## src/hdl/assert_macros.svh

```systemverilog
// assertion macros shared by the rtl
// no dependencies
`ifndef ASSERT_MACROS_SVH
`define ASSERT_MACROS_SVH
// implication check, reset disables
`define CHK_IMPL(label, clk, rst, cond, expr, msg) \
  label: assert property (@(posedge clk) disable iff (rst) (cond) |-> (expr)) else $error(msg);
// next-cycle implication check, reset disables
`define CHK_NEXT(label, clk, rst, cond, expr, msg) \
  label: assert property (@(posedge clk) disable iff (rst) (cond) |=> (expr)) else $error(msg);
`endif

```

## src/hdl/sha256_pkg.sv

```systemverilog
// sha-256 shared types, constants and round functions
// no dependencies
package sha256_pkg;
  localparam int BlockBytesDef = 64;
  localparam int QueueDepth = 2;
  localparam int CountBits = 61;

  typedef struct packed {
    logic [7:0] data;
    logic       present;
    logic       last;
  } cmd_t;

  typedef enum logic [2:0] {
    ST_IDLE, ST_LOAD, ST_ROUND, ST_ADD, ST_OUT
  } back_state_t;

  typedef enum logic [1:0] {
    PH_DATA, PH_PAD1, PH_PAD2
  } pad_phase_t;

  localparam logic [7:0] PadByte = 8'h80;

  localparam logic [31:0] InitHash [8] = '{
    32'h6a09e667, 32'hbb67ae85, 32'h3c6ef372, 32'ha54ff53a,
    32'h510e527f, 32'h9b05688c, 32'h1f83d9ab, 32'h5be0cd19};

  localparam logic [31:0] RoundK [64] = '{
    32'h428a2f98, 32'h71374491, 32'hb5c0fbcf, 32'he9b5dba5, 32'h3956c25b, 32'h59f111f1,
    32'h923f82a4, 32'hab1c5ed5, 32'hd807aa98, 32'h12835b01, 32'h243185be, 32'h550c7dc3,
    32'h72be5d74, 32'h80deb1fe, 32'h9bdc06a7, 32'hc19bf174, 32'he49b69c1, 32'hefbe4786,
    32'h0fc19dc6, 32'h240ca1cc, 32'h2de92c6f, 32'h4a7484aa, 32'h5cb0a9dc, 32'h76f988da,
    32'h983e5152, 32'ha831c66d, 32'hb00327c8, 32'hbf597fc7, 32'hc6e00bf3, 32'hd5a79147,
    32'h06ca6351, 32'h14292967, 32'h27b70a85, 32'h2e1b2138, 32'h4d2c6dfc, 32'h53380d13,
    32'h650a7354, 32'h766a0abb, 32'h81c2c92e, 32'h92722c85, 32'ha2bfe8a1, 32'ha81a664b,
    32'hc24b8b70, 32'hc76c51a3, 32'hd192e819, 32'hd6990624, 32'hf40e3585, 32'h106aa070,
    32'h19a4c116, 32'h1e376c08, 32'h2748774c, 32'h34b0bcb5, 32'h391c0cb3, 32'h4ed8aa4a,
    32'h5b9cca4f, 32'h682e6ff3, 32'h748f82ee, 32'h78a5636f, 32'h84c87814, 32'h8cc70208,
    32'h90befffa, 32'ha4506ceb, 32'hbef9a3f7, 32'hc67178f2};

  function automatic logic [31:0] rotr(input logic [31:0] x, input int n);
    rotr = (x >> n) | (x << (32 - n));
  endfunction

  function automatic logic [31:0] sig0(input logic [31:0] x);
    sig0 = rotr(x, 7) ^ rotr(x, 18) ^ (x >> 3);
  endfunction

  function automatic logic [31:0] sig1(input logic [31:0] x);
    sig1 = rotr(x, 17) ^ rotr(x, 19) ^ (x >> 10);
  endfunction
endpackage

```

## src/hdl/sha256_message_digest_core.sv

```systemverilog
// sha-256 core top level: front, item queue, back end
// depends on sha256_pkg, sha256_front, sha256_queue, sha256_back, assert_macros.svh
`include "assert_macros.svh"
// hashes a byte-per-item message; on the end item it pads, compresses one or two final
// blocks and emits eight 32-bit digest words, word 0 first. the front takes an item every
// cycle while the two-entry queue has room; the back takes one item per cycle while idle,
// and each full 64-byte block goes through the single shared round unit (load, 64 rounds,
// add), during which the back takes no items. an end item adds one or two blocks plus the
// eight digest words on the output. no clearing pass after reset.
module sha256_message_digest_core import sha256_pkg::*; #(
  parameter int BLOCK_BYTES = BlockBytesDef
) (
  input  logic        clk,
  input  logic        rst,
  input  logic [7:0]  data_byte,
  input  logic        byte_present,
  input  logic        end_of_message,
  input  logic        in_valid,
  output logic        in_stall,
  output logic [31:0] digest_word,
  output logic [2:0]  word_index,
  output logic        last_word,
  output logic        out_valid,
  input  logic        out_stall
);
  // queue handshake between front and back
  logic        push, full, pop, not_empty;
  cmd_t        push_item, pop_item;

  sha256_front u_front (
    .data_byte, .byte_present, .end_of_message,
    .valid(in_valid), .stall(in_stall), .push, .push_item, .full);

  sha256_queue u_queue (
    .clk, .rst, .push, .push_item, .full, .pop, .pop_item, .not_empty);

  sha256_back #(.BLOCK_BYTES(BLOCK_BYTES)) u_back (
    .clk, .rst, .cmd(pop_item), .cmd_ready(not_empty), .pop,
    .digest_word, .word_index, .last_word, .valid(out_valid), .stall(out_stall));

  // never pop an empty queue or push a full one
  `CHK_IMPL(a_pop_nonempty, clk, rst, pop, not_empty, "pop from empty queue")
  `CHK_IMPL(a_push_room, clk, rst, push, !full, "push into full queue")
  // the last digest word ends the output burst
  `CHK_NEXT(a_last_ends, clk, rst, out_valid && !out_stall && last_word, !out_valid,
            "output continues after last word")
endmodule

```

## src/hdl/sha256_queue.sv

```systemverilog
// two-entry item queue between front and back
// depends on sha256_pkg
module sha256_queue import sha256_pkg::*; (
  input  logic clk,
  input  logic rst,
  input  logic push,
  input  cmd_t push_item,
  output logic full,
  input  logic pop,
  output cmd_t pop_item,
  output logic not_empty
);
  cmd_t       mem [QueueDepth];
  logic       wr_ptr;
  logic       rd_ptr;
  logic [1:0] count;

  assign full = (count == 2'(QueueDepth));
  assign not_empty = (count != 2'd0);
  assign pop_item = mem[rd_ptr];

  always_ff @(posedge clk) begin
    if (push) begin
      mem[wr_ptr] <= push_item;
    end
  end

  always_ff @(posedge clk) begin
    if (rst) begin
      wr_ptr <= 1'b0;
      rd_ptr <= 1'b0;
      count <= 2'd0;
    end else begin
      if (push) wr_ptr <= ~wr_ptr;
      if (pop) rd_ptr <= ~rd_ptr;
      count <= count + 2'(push) - 2'(pop);
    end
  end
endmodule

```

## src/hdl/sha256_front.sv

```systemverilog
// input front: takes items, drops empty non-end ones, feeds the queue
// depends on sha256_pkg
module sha256_front import sha256_pkg::*; (
  input  logic [7:0] data_byte,
  input  logic       byte_present,
  input  logic       end_of_message,
  input  logic       valid,
  output logic       stall,
  output logic       push,
  output cmd_t       push_item,
  input  logic       full
);
  logic taken;

  assign stall = full;
  assign taken = valid && !full;
  // items with neither a byte nor an end change nothing
  assign push = taken && (byte_present || end_of_message);
  assign push_item = '{data: data_byte, present: byte_present, last: end_of_message};
endmodule

```

## src/hdl/sha256_back.sv

```systemverilog
// back end: block words, padding, round engine and digest output
// depends on sha256_pkg
module sha256_back import sha256_pkg::*; #(
  parameter int BLOCK_BYTES = BlockBytesDef
) (
  input  logic        clk,
  input  logic        rst,
  input  cmd_t        cmd,
  input  logic        cmd_ready,
  output logic        pop,
  output logic [31:0] digest_word,
  output logic [2:0]  word_index,
  output logic        last_word,
  output logic        valid,
  input  logic        stall
);
  localparam int FillBits = $clog2(BLOCK_BYTES);
  localparam int WordCnt = BLOCK_BYTES / 4;
  localparam int LenOffset = BLOCK_BYTES - 8;

  back_state_t state, state_next;
  pad_phase_t  phase;
  logic [FillBits-1:0] fill;
  logic [CountBits-1:0] count;
  logic [31:0] h [8];
  logic [31:0] v [8];
  // block words: filled byte by byte, then shifted as the message schedule
  logic [31:0] w [WordCnt];
  logic [31:0] blk_next [WordCnt];
  logic [6:0]  rnd;
  logic [2:0]  oidx;
  logic        second;   // end needs an extra padding block
  logic        full_after;
  logic [FillBits:0] padpos;
  logic [63:0] bits;
  logic [63:0] bits_in;

  assign pop = (state == ST_IDLE) && cmd_ready;

  always_ff @(posedge clk) begin
    if (rst) state <= ST_IDLE;
    else state <= state_next;
  end

  assign full_after = cmd.present && (fill == FillBits'(BLOCK_BYTES - 1));

  always_comb begin
    state_next = state;
    case (state)
      ST_IDLE: if (pop && (full_after || cmd.last)) state_next = ST_LOAD;
      ST_LOAD: state_next = ST_ROUND;
      ST_ROUND: if (rnd == 7'd63) state_next = ST_ADD;
      ST_ADD: begin
        if (phase == PH_DATA) state_next = ST_IDLE;
        else if (phase == PH_PAD1 && second) state_next = ST_LOAD;
        else state_next = ST_OUT;
      end
      ST_OUT: if (!stall && oidx == 3'd7) state_next = ST_IDLE;
      default: state_next = ST_IDLE;
    endcase
  end

  logic [31:0] wn, t1, t2, e, a;
  assign wn = w[0];
  assign e = v[4];
  assign a = v[0];
  assign t1 = v[7] + (rotr(e, 6) ^ rotr(e, 11) ^ rotr(e, 25)) + ((e & v[5]) ^ (~e & v[6]))
              + RoundK[rnd[5:0]] + wn;
  assign t2 = (rotr(a, 2) ^ rotr(a, 13) ^ rotr(a, 22)) ^ 32'h0;
  logic [31:0] mj;
  assign mj = (a & v[1]) ^ (a & v[2]) ^ (v[1] & v[2]);
  logic [31:0] wnew;
  assign wnew = w[0] + sig0(w[1]) + w[9] + sig1(w[14]);

  // pad byte position and bit length as they stand after this item's byte
  assign padpos = cmd.present ? {1'b0, fill} + 1'b1 : {1'b0, fill};
  assign bits = {count, 3'b000};
  assign bits_in = {count + CountBits'(cmd.present), 3'b000};

  // block words after taking the item at the head of the queue
  always_comb begin
    for (int j = 0; j < WordCnt; j++) blk_next[j] = w[j];
    if (cmd.present) begin
      for (int k = 0; k < 4; k++) begin
        if (fill[1:0] == 2'(k)) blk_next[fill[FillBits-1:2]][8*(3-k) +: 8] = cmd.data;
      end
    end
    if (cmd.last && !full_after) begin
      for (int j = 0; j < WordCnt; j++) begin
        for (int k = 0; k < 4; k++) begin
          if (4*j + k == int'(padpos)) blk_next[j][8*(3-k) +: 8] = PadByte;
          else if (4*j + k > int'(padpos)) blk_next[j][8*(3-k) +: 8] = 8'h00;
        end
      end
      if (int'(padpos) + 1 <= LenOffset) begin
        blk_next[WordCnt-2] = bits_in[63:32];
        blk_next[WordCnt-1] = bits_in[31:0];
      end
    end
  end

  always_ff @(posedge clk) begin
    if (rst) begin
      fill <= '0;
      count <= '0;
      phase <= PH_DATA;
      second <= 1'b0;
      rnd <= '0;
      oidx <= '0;
      for (int i = 0; i < 8; i++) h[i] <= InitHash[i];
    end else begin
      case (state)
        ST_IDLE: if (pop) begin
          for (int j = 0; j < WordCnt; j++) w[j] <= blk_next[j];
          if (cmd.present) begin
            fill <= fill + 1'b1;
            count <= count + 1'b1;
          end
          // an end whose byte fills the block pads entirely in the next one
          if (cmd.last) begin
            phase <= PH_PAD1;
            second <= full_after || (int'(padpos) + 1 > LenOffset);
          end
        end
        ST_LOAD: begin
          for (int i = 0; i < 8; i++) v[i] <= h[i];
          rnd <= '0;
        end
        ST_ROUND: begin
          for (int i = 0; i < WordCnt - 1; i++) w[i] <= w[i+1];
          w[WordCnt-1] <= wnew;
          v[7] <= v[6]; v[6] <= v[5]; v[5] <= v[4]; v[4] <= v[3] + t1;
          v[3] <= v[2]; v[2] <= v[1]; v[1] <= v[0]; v[0] <= t1 + t2 + mj;
          rnd <= rnd + 1'b1;
        end
        ST_ADD: begin
          for (int i = 0; i < 8; i++) h[i] <= h[i] + v[i];
          if (phase == PH_PAD1 && second) begin
            phase <= PH_PAD2;
            // fill is zero only when the end byte completed the block
            w[0] <= (fill == '0) ? {PadByte, 24'h000000} : 32'h0;
            for (int j = 1; j < WordCnt - 2; j++) w[j] <= 32'h0;
            w[WordCnt-2] <= bits[63:32];
            w[WordCnt-1] <= bits[31:0];
          end
          oidx <= '0;
        end
        ST_OUT: if (!stall) begin
          oidx <= oidx + 1'b1;
          if (oidx == 3'd7) begin
            for (int i = 0; i < 8; i++) h[i] <= InitHash[i];
            fill <= '0;
            count <= '0;
            phase <= PH_DATA;
            second <= 1'b0;
          end
        end
        default: ;
      endcase
    end
  end

  assign valid = (state == ST_OUT);
  assign digest_word = h[oidx];
  assign word_index = oidx;
  assign last_word = (oidx == 3'd7);
endmodule

```

## config.mk

```make
export PLATFORM = sky130hd
export DESIGN_NAME = sha256_message_digest_core
export DESIGN_NICKNAME = d
export VERILOG_FILES = /design/src/hdl/sha256_pkg.sv /design/src/hdl/sha256_message_digest_core.sv /design/src/hdl/sha256_queue.sv /design/src/hdl/sha256_front.sv /design/src/hdl/sha256_back.sv
export VERILOG_INCLUDE_DIRS = /design/src /design/src/hdl
export SDC_FILE = /design/constraint.sdc
export NUM_CORES = 2
export LEC_CHECK = 0
export BUFFER_PORTS_ARGS = -buffer_cell sky130_fd_sc_hd__buf_4
export CAP_MARGIN = 15
export CORE_MARGIN = 2
export CORE_UTILIZATION = 50
export CTS_CLUSTER_SIZE = 8
export DETAILED_ROUTE_END_ITERATION = 6
export GPL_ROUTABILITY_DRIVEN = 0
export PLACE_DENSITY = 0.65
export RECOVER_POWER = 25
export REMOVE_ABC_BUFFERS = 1
export SETUP_SLACK_MARGIN = 0.1
export SLEW_MARGIN = 20
export SYNTH_ARGS = -nofsm -noshare
export SYNTH_HDL_FRONTEND = slang
export SYNTH_SLANG_ARGS = --single-unit
export TNS_END_PERCENT = 1
```

## constraint.sdc

```tcl
create_clock -name clk -period 30.2 [get_ports clk]
set_input_delay 9.06 -clock clk [delete_from_list [all_inputs] [get_ports clk]]
set_output_delay 9.06 -clock clk [all_outputs]
set_load 0.01 [all_outputs]
```

* Word-level counts from Yosys, hierarchy flattened *
Memory sizes are Yosys's and may differ from the RTL's. A register that Yosys moved wholly into a read port is not among the register bits.
Index checks and enable logic that the tools add are counted.

word-level totals
  bits in registers = 87
  RAM bits = 1044
  memory bits (read-only) = 2048
  output and inout port bits = 38
  word-level logic and storage cells = 580
  memories kept = 5

memories
  memory           words  bits a word  rd ports  clocked after memory_dff  write ports  line                source
  (no name shown)  64     32           1         0                         0            sha256_back.sv:68   + RoundK[rnd[5:0]] + wn;
  u_back.w         16     32           16        0                         16           sha256_back.sv:28   logic [31:0] w [WordCnt];
  u_back.h         8      32           9         1                         8            sha256_back.sv:25   logic [31:0] h [8];
  u_back.v         8      32           8         0                         8            sha256_back.sv:26   logic [31:0] v [8];
  u_queue.mem      2      10           1         1                         1            sha256_queue.sv:13  cmd_t mem [QueueDepth];

cells by class
  add/subtract/negate cells = 27
  magnitude comparators = 68
  eq/ne operators = 84
  mux-type cells = 269
  bitwise operators = 87
  reductions and logical operators = 30

operator list
  operator                 count
  $mux W512                9
  $bwmux W512              4
  $mux W32                 60
  $mux W8                  128
  $add A32 B32 Y32         18
  $demux W32 S4            4
  $xor A32 B32 Y32         9
  $mux W61                 4
  $eq A7 B7 Y1 const A     32
  $gt A6 B7 Y1 const A     32
  $and A32 B32 Y32         5
  $pmux W61 S2             1
  $eq A6 B7 Y1 const A     16
  $gt A5 B7 Y1 const A     16
  $mux W64                 1
  $add A61 B1 Y61          1
  $add A61 B1 Y61 const B  1
  $eq A5 B7 Y1 const A     8
  $gt A4 B7 Y1 const A     8
  $or A1 B1 Y1             56
  $gt A32 B7 Y1 const B    1
  $le A32 B7 Y1 const B    1
  $mux W1                  32
  $not A32 Y32             1
  65 further kinds         117

* Depth between registers and ports, before layout *
  depth after elaboration = 23
  gate-level depth with buffers = 41
  gate-level depth less buffers = 40

* Cells and area by module *
A second synthesis with hierarchy kept.

unflattened totals
  cells, all modules = 9188
  area, all modules = 84100.7 sq um

by module, submodules not included
  module        instances  cells each  area each (sq um)
  sha256_back   1          9123        83062.2
  sha256_queue  1          52          939.7
  sha256_front  1          13          98.8

* Worst setup path after synthesis *
Ideal clock, no wire load.

  path kind = input to register
  from = in rst
  to = mem u_back.v[0][0], enable pin
  arrival time = 26.842 ns
  setup slack = 2.172 ns
  stages = 3
  path through = clkbuf_1 -> clkbuf_1 -> nor3_1

RTL lines
  item                line                              source
  start: declaration  sha256_message_digest_core.sv:14  input logic rst,
  end: declaration    sha256_back.sv:26

==> results_dict.tcl <==
set metrics [dict create \
    status "finished, violations left" \
    violations "design-rule violations, max-capacitance violations, max-slew violations" \
    cp.required_ns 30.64 \
    final_common_cell "nand2_1" \
    critPathMaxFanout 136 \
    post-route-period-util_pct 66.8 \
    layout.cells.most_common_list "nand2_1, a21oi_1, nor2_1" \
    grtUsageMet2_pct 46.4 \
    cts_resized 0 \
    final_cells 11600 \
    routed_via_density 6.45 \
    critPathCaptureType "flop" \
    r2r_setup_slack_ns 18.00 \
    critPathTopFamily "buffers and inverters" \
    clkTransAtPathRegs_ns 0.05 \
    wl_per_cell_um 25.6 \
    cts_setup_buffers 0 \
    cts_tree "done" \
    fin_tns_setup_ns 0 \
    synth_warnings 0 \
    place_area_sq_um 84700 \
    fin_nets 9946 \
    synth_edf_count 852 \
    fillers 15000 \
    ant_nets 0 \
    reg2regPathDepth 6 \
    synth_area_leader_cell "edfxtp_1" \
    cp-start-kind "primary input" \
    worst_pin_slew_ns 8.88 \
    overflow 0 \
    pin_count 52 \
    area_growth_syn_to_layout_pct 7.65 \
    die_y_um 411 \
    r2r_end "u_back.v[1][3]$_DFFE_PP_" \
    globalRouteTotalUtil_pct 34.3 \
    synth_seq_cells 1135 \
    cts_hold_buf 0 \
    path_cells "clkbuf_1 > nor3_2 > clkbuf_1 > clkbuf_1 > buf_4" \
    routed_wirelength_um 298000 \
    maxSlewHeadroom_pct -492 \
    period_needed_ns 20.18 \
    io_buffers 51 \
    drt_iter0_drc 11700 \
    cts.sinks 1135 \
    drive_above_1_share_pct 5.86 \
    synth_top_area_share_pct 30.8 \
    crit_cells 5 \
    hold_path.class "reg -> reg" \
    yosysSeqAreaShare_pct 37.7 \
    cts_inserted_buffers 161 \
    path_class "in -> reg" \
    fin_area_sq_um 89300 \
    dpl.hpwl_um 214000 \
    grt_max_degree 198 \
    dp.cells 11400 \
    dieArea_sq_um 169000 \
    clkLatencyLatePin_ns 0.86 \
    maxClockFrequency_mhz 49.6 \
    hold_violations 0 \
    netlist_area_sq_um 83000 \
    rows 149 \
    setup_viol 0 \
    avgSynthCellArea_sq_um 8.62 \
    grt_util_met3_pct 12.3 \
    r2r_start "u_back.state[0]$_SDFFE_PP0P_" \
    vias 75000 \
    clock_skew_ns 0.0591 \
    synth.distinct_cells 108 \
    slowest_stage "clkbuf_1" \
    yosys-top-cells-area "edfxtp_1, nand2_1, dfxtp_1" \
    grt_setup_unrepaired "false" \
    clockRootBuffer "clkbuf_16" \
    die_w_um 411 \
    clockBufferDepth 3 \
    fin_util_pct 54.2 \
    synthArstFlopShare_pct 0 \
    drt_first_pass_iters 7 \
    cpMostUsedCell "clkbuf_1" \
    top_usage_layer "met1" \
    grt_pass1_wl_um 443000 \
    core_sq_um 165000 \
    use_met1_pct 49.5 \
    setup.worst_path.start "rst" \
    cap_violations 14 \
    grt_pass1_vias 69400 \
    synth_ff_type "edfxtp_1" \
    drcViolationCount 61 \
    slew_violations 726 \
    path_buf_inv 4 \
    worstPathArrival_ns 20.62 \
    hold_depth 2 \
    crit_path_end "u_back.v[1][3]$_DFFE_PP_" \
    syn_inst 9623 \
    antenna_found_initial 5 \
    initial_core_util_pct 50.3 \
    cts-htree-levels 4 \
    slowest_delay_ns 6.41 \
]
flip-flops by register name, summed over array words and instances, names as in the netlist, named ones only:
signal and flops:
u_queue.mem 20, u_back.h 256, u_back.w 512, u_back.v 256
u_back.second 1, u_back.rnd 7, u_back.state 3, u_back.phase 2
u_back.word_index 3, u_back.fill 6, u_queue.wr_ptr 1, u_back.count 61
u_queue.rd_ptr 1, u_queue.count 2
worst min-delay path: stages, from the launching register on:
cell     delay, ns
dfxtp_1       0.32
nand2_1       0.06
a21oi_1       0.05
how the worst min path moves through the flow:
stage / start / to / slack (ns)
global placement: u_back.w[1][22]$_SDFFE_PP0P_ / u_back.w[1][22]$_SDFFE_PP0P_ / 0.46
detailed placement: u_back.w[1][22]$_SDFFE_PP0P_ / u_back.w[1][22]$_SDFFE_PP0P_ / 0.46
global route: u_back.second$_SDFFE_PP0P_ / u_back.second$_SDFFE_PP0P_ / 0.50
CTS: u_back.second$_SDFFE_PP0P_ / u_back.second$_SDFFE_PP0P_ / 0.48
finish: u_back.second$_SDFFE_PP0P_ / u_back.second$_SDFFE_PP0P_ / 0.48
floorplan: u_back.w[1][22]$_SDFFE_PP0P_ / u_back.w[1][22]$_SDFFE_PP0P_ / 0.43
kinds of logic after synthesis:
kind of cell	Yosys count	synth area share, %
simple gates	3389	17.2
compound gates	2734	19.6
mux	159	3.03
flops	1135	37.7
xor+xnor	663	7.01
fa+ha+maj	620	11.0
buf+inv	923	4.44
synth_stat cells (54+ instances only):
cell type  number
nor2b_1        54
xnor2_1       430
mux4_2         68
nor2_1        929
xor2_1        232
o22ai_1        72
edfxtp_1      852
nand3_1       171
clkbuf_1      541
a211oi_1       55
nand2b_1       63
o211ai_1       88
o21ai_0       789
nand2_1      1758
mux2_2         56
a21o_1        188
fa_1          195
dfxtp_1       283
a21oi_1       960
nor3_1        125
inv_1         293
ha_1          402
a31oi_1       143
final cells by class:
cell class              count  area (sq um)  share of cell area, %
repair buffers            176          1270                   1.42
diodes                      2          5.00                0.00560
well taps                2189          2740                   3.07
clock buffers             253          4440                   4.97
multi-input cells        7565         48200                   54.0
inverters                 296          1110                   1.25
flip-flops and latches   1135         31300                   35.0
clock inverters            12           249                  0.279
metrics by stage:
step | worst slack, ns | hold WS (ns)
after CTS | 17.01 | 0.479
final | 10.02 | 0.479
after floorplan | -45.74 | 0.432
after detailed placement | 16.15 | 0.460
after global placement | 16.22 | 0.459
after global routing | 9.56 | 0.497
routing by layer:
metal	wire length, um	vias to the layer above
li1	-	33600
met3	43200	837
met5	137	-
met2	117000	4735
met4	13300	10
met1	124000	35800
Power is not shown: default switching activity piles up to over one toggle a cycle in this logic, so the estimate is an artifact.
